`src/bmpc_pkg.sv`:
```
`timescale 1ns / 1ps
// ----------------------------------------------------------------------------
// Barometric compensation package
// Shared types and constants for the pipelined temperature and pressure
// compensation datapath.
// ----------------------------------------------------------------------------
package bmpc_pkg;

    localparam int DIV_W = 64;

    localparam logic signed [32:0] T_OFFSET = 33'sd128000;
    localparam logic [20:0]        RAW_FULL = 21'd1048576;
    localparam logic signed [63:0] P_SCALE  = 64'sd3125;
    localparam logic signed [63:0] P_BIAS   = 64'sh0000_8000_0000_0000;
    localparam logic signed [31:0] T_ROUND  = 32'sd128;

    typedef enum logic [2:0] {
        REG_T1    = 3'd0,
        REG_T2    = 3'd1,
        REG_T3    = 3'd2,
        REG_P1    = 3'd3,
        REG_P2_P3 = 3'd4,
        REG_P4_P5 = 3'd5,
        REG_P6_P7 = 3'd6,
        REG_P8_P9 = 3'd7
    } cfg_idx_t;

    typedef struct packed {
        logic        [15:0] t1;
        logic signed [15:0] t2;
        logic signed [15:0] t3;
    } tcal_t;

    typedef struct packed {
        logic        [15:0] p1;
        logic signed [15:0] p2;
        logic signed [15:0] p3;
        logic signed [15:0] p4;
        logic signed [15:0] p5;
        logic signed [15:0] p6;
        logic signed [15:0] p7;
        logic signed [15:0] p8;
        logic signed [15:0] p9;
    } pcal_t;

    // Per-item data that rides along with the pressure math.
    typedef struct packed {
        logic signed [31:0] fine;
        logic signed [23:0] tc;
        logic               nz;
    } side_t;

    typedef struct packed {
        logic [DIV_W-1:0] rem;
        logic [DIV_W-1:0] quot;
        logic [DIV_W-1:0] mb;
        logic             neg;
        side_t            side;
    } div_t;

endpackage

```
`src/bmpc_temp.sv`:
```
`timescale 1ns / 1ps
// ----------------------------------------------------------------------------
// Temperature stages
// Three register stages that produce the fine temperature with 32-bit
// wrapping arithmetic.
// ----------------------------------------------------------------------------
module bmpc_temp (
    input  logic                  clk,
    input  logic                  rst_n,
    input  logic                  en,
    input  logic                  in_valid,
    input  logic [19:0]           rt,
    input  logic [19:0]           rp,
    input  bmpc_pkg::tcal_t       tcal,
    output logic                  valid,
    output logic signed [31:0]    fine,
    output logic [19:0]           rp_o
);

    logic               s1_v_reg, s2_v_reg, s3_v_reg;
    logic [31:0]        s1_pa_reg, s1_dd_reg;
    logic [19:0]        s1_rp_reg, s2_rp_reg, s3_rp_reg;
    logic signed [31:0] s2_a_reg, s2_e_reg, s3_fine_reg;

    logic [31:0]        dif_a, dif_d, pa_next, dd_next;
    logic signed [31:0] dd_sh, a_next, e_next, fine_next;

    always_comb
    begin
        dif_a     = 32'(rt >> 3) - {15'b0, tcal.t1, 1'b0};
        dif_d     = 32'(rt >> 4) - {16'b0, tcal.t1};
        pa_next   = dif_a * 32'(tcal.t2);
        dd_next   = dif_d * dif_d;
        a_next    = $signed(s1_pa_reg) >>> 11;
        dd_sh     = $signed(s1_dd_reg) >>> 12;
        e_next    = dd_sh * 32'(tcal.t3);
        fine_next = s2_a_reg + (s2_e_reg >>> 14);
    end

    always_ff @(posedge clk or negedge rst_n)
    begin
        if (!rst_n)
        begin
            s1_v_reg <= 1'b0;
            s2_v_reg <= 1'b0;
            s3_v_reg <= 1'b0;
        end
        else if (en)
        begin
            s1_v_reg <= in_valid;
            s2_v_reg <= s1_v_reg;
            s3_v_reg <= s2_v_reg;
        end
    end

    always_ff @(posedge clk)
    begin
        if (en)
        begin
            s1_pa_reg   <= pa_next;
            s1_dd_reg   <= dd_next;
            s1_rp_reg   <= rp;
            s2_a_reg    <= a_next;
            s2_e_reg    <= e_next;
            s2_rp_reg   <= s1_rp_reg;
            s3_fine_reg <= fine_next;
            s3_rp_reg   <= s2_rp_reg;
        end
    end

    assign valid = s3_v_reg;
    assign fine  = s3_fine_reg;
    assign rp_o  = s3_rp_reg;

endmodule

```
`config.mk`:
```
export PLATFORM = sky130hd
export DESIGN_NAME = bmpc_temp
export DESIGN_NICKNAME = d
export VERILOG_FILES = /design/src/bmpc_pkg.sv /design/src/bmpc_temp.sv
export SDC_FILE = /design/constraint.sdc
export NUM_CORES = 2
export LEC_CHECK = 0
export BUFFER_PORTS_ARGS = -buffer_cell sky130_fd_sc_hd__buf_2
export CAP_MARGIN = 20
export CORE_UTILIZATION = 50
export CTS_CLUSTER_SIZE = 30
export DETAILED_ROUTE_END_ITERATION = 12
export PLACE_DENSITY = 0.67
export SLEW_MARGIN = 20
export SYNTH_ARGS = -nofsm -noshare
export SYNTH_HDL_FRONTEND = slang
export SYNTH_SLANG_ARGS = --single-unit
```
`constraint.sdc`:
```
create_clock -name clk -period 7.1 [get_ports clk]
set_input_delay 1.065 -clock clk [delete_from_list [all_inputs] [get_ports clk]]
set_output_delay 1.065 -clock clk [all_outputs]
set_load 0.005 [all_outputs]
```
==> summary.md <==
| Metric | Value |
|---|---|
| Post-Synth Simple-Gate Area | 0.121 |
| Number of synthesis warnings | 0 |
| Die W | 270 um |
| Max reg flops | 22 |
| Fin Hold WS | 0.369 ns |
| Net Count, Synth | 4805 |
| Most used cell, CP | fa_1 |
| Slew margin rel. | 0.451 |
| RSZ-0062 raised after global routing | true |
| Achievable Freq | 0.124 GHz |
| Cell row count | 97 |
| Pin count of the biggest net entering global routing | 65 |
| Die Height | 270 um |
| Starting density of the core | 0.508 |
| H-tree depth | 4 |
| DR vias | 25146 |
| First-pass iteration count of the detailed router | 5 |
| Remaining Overflow, GRT | 0 |
| Max Cap Violations | 0 |
| Reg2reg path depth | 20 |
| CTS max path bufs | 2 |
| Crit Path Category | input port to flop |
| Slowest stage delay, CP | 0.52 ns |
| Layout overhead on the synthesized area | 21.2% |
| Commonest non-fill, non-tap cell in the layout | inv_1 |
| Worst Path Arrival | 8.28 ns |
| Hold Fails Final Rpt | 0 |
| Max Slew Vio Count | 0 |
| Leading area contributor after synthesis | fa_1 |
| CTS clk-pin slew, worst paths | 0.08 ns |
| Global-route wire length before repair | 137 mm |
| Slowest CP cell | fa_1 |
| Adder-Cell Fraction of Synth Area | 0.553 |
| DIE AREA | 72600 um2 |
| Routability cong. | 0.903 |
| Largest family of logic cells by synthesized area | adder cells |
| Outcome | finished, violations left |
| Count of cell types in the netlist | 63 |
| Detailed Route Iter0 Violations | 1281 |
| Predominant post-synthesis flop cell | edfxtp_1 |
| # fillers | 5817 |
| Remaining DRCs | 0 |
| Nets | 5343 |
| DP HPWL | 71.6 mm |
| Area share of the largest cell type after synthesis | 0.457 |
| Layout cells sized above 1 | 0.217 |
| ANT nets after route | 0 |
| Area of the core | 70400 um2 |
| Vias per cell | 4.92 |
| Critical path startpoint category | input port |
| Total track usage | 0.240 |
| Setup ws final | -0.949 ns |
| CP required | 7.33 ns |
| Synth area leaders | fa_1, edfxtp_1, inv_1 |
| Worst Path Max Fanout | 4 |
| Tcrit/Tclk final | 1.13 |
| Vias in the first global route | 26962 |
| Port buffer count | 141 |
| Commonest cells after routing, fill and taps aside | inv_1, fa_1, buf_4 |
| Register area share after synthesis | 0.138 |
| Avg Cell Area, Syn | 9.88 um2 |
| Worst-Margin Slew | 0.823 ns |
| Ys async rst share | 0.0182 |
| Yosys reg bits | 165 |
| Syn Inst Count | 3620 |
| Setup skew after layout | 0.0166 ns |
| Synth Area in Compound Gates | 0.0320 |
| I/O pins | 145 |
| Failing checks | negative setup slack |
| Mux contribution to synthesized area | 0.00182 |
| Area of the multi-input gates | 27700 um2 |
| Min cycle time layout | 8.05 ns |
| Register Area | 4940 um2 |
| Worst Setup End Kind | flop |
| N_diodes | 0 |
| Type of the most critical hold path | input port to async pin |
| Final wirelength | 84.3 mm |
| CTS Buf Count | 17 |
| Synth Cell Area | 35800 um2 |
| Post-synthesis xor/xnor area fraction | 0.0340 |
| Finish-stage setup viols | 39 |
| Clock Sinks | 165 |
| Post-synth EDFFs | 162 |
| TritonCTS clock tree | yes |
| Root Buffer | clkbuf_16 |
| Initial antenna violation count | 0 |
| Clock Latency Late Sink | 0.47 ns |
| Per-cell routed wire length | 16.5 um |
==> per-layer routing <==
| layer | track usage | wire length [um] | vias to the layer above |
|---|---|---|---|
| met1 | 0.314 | 35000 | 12787 |
| met3 | 0.0310 | 3990 | 132 |
| li1 | - | - | 11623 |
| met2 | 0.416 | 43000 | 604 |
| met5 | 0 | 0 | - |
| met4 | 0.0688 | 2330 | 0 |
==> what timing repair did <==
action / 4_1_cts / 5_1_grt
setup endpoints to repair: 40 / 45
gates cloned: 1 / 3
pin swaps: 63 / 91
hold buffers: 0 / 0
gates resized for setup: 121 / 122
endpoints found under the hold margin: 0 / 0
setup buffers: 38 / 44
==> cell type report <==
cell class	instances	share of cell area
Clock buffer	17	0.00981
Clock inverter	15	0.00488
Inverter	1000	0.0873
Multi-Input combinational cell	2325	0.639
Sequential cell	165	0.114
Tap cell	940	0.0271
Timing Repair Buffer	649	0.118
==> worst max-delay path: cells and delay by family <==
family | cells | cell delay, ns
adders and majority gates | 9 | 3.73
AOI/OAI and AO/OA | 9 | 1.60
xor gates and xnor gates | 2 | 0.38
buffers and inverters | 7 | 0.54
and+or+nand+nor | 6 | 0.97
==> cells in the mapped netlist, drive strengths merged (5+ instances only) <==
library cell    n
nand2b         38
a211oi          7
o21a           14
a21oi          47
ha            277
nand2         459
o21bai          5
clkbuf        115
and2          215
a31oi           6
o21ai          32
fa            816
nand3          15
xor2           39
xnor2          99
edfxtp        162
nor3           18
a21o           26
or3             5
nand4           9
inv           996
nor2          109
nor2b          35
buf            15
==> metrics by stage <==
stage / setup slack, ns / instances / TNS (ns) / instance area (um2) / utilization
after floorplan: -0.983 / 3620 / -21.42 / 36300 / -
after global placement: -1.45 / 5003 / -45.82 / 41100 / 0.583
after detailed placement: -1.58 / 5003 / -49.85 / 41100 / 0.583
after CTS: -0.891 / 5070 / -21.17 / 42600 / 0.605
after global routing: -1.24 / 5111 / -33.97 / 43400 / 0.616
final: -0.949 / 5111 / -23.75 / 43400 / 0.616
==> logic make-up (layout without fill, tap and decap cells) <==
family,Yosys count,in the layout
AO/OA/AOI/OAI,167,167
XOR/XNOR,138,138
adder cells (fa/ha/maj),1093,1093
buffers and inverters,1130,1681
flip-flops,165,165
multiplexers,6,6
AND/OR/NAND/NOR,921,921
==> worst paths after layout <==
| check | startpoint | end | slack [ns] |
|---|---|---|---|
| min in group clk | s2_rp_reg[19] | rp_o[19] | 0.41 |
| hold / removal | rst_n | s2_v_reg | 0.37 |
| setup / recovery | rt[4] | s1_pa_reg[26] | -0.95 |
| setup reg to reg | s1_dd_reg[14] | s2_e_reg[30] | 0.33 |
| max in group asynchronous | rst_n | s1_v_reg | 6.62 |
| hold reg to reg | s2_rp_reg[19] | rp_o[19] | 0.41 |
Power is left out: the tool's default activity adds up to more than one toggle a clock period on the data nets, which glitch-free logic cannot reach.
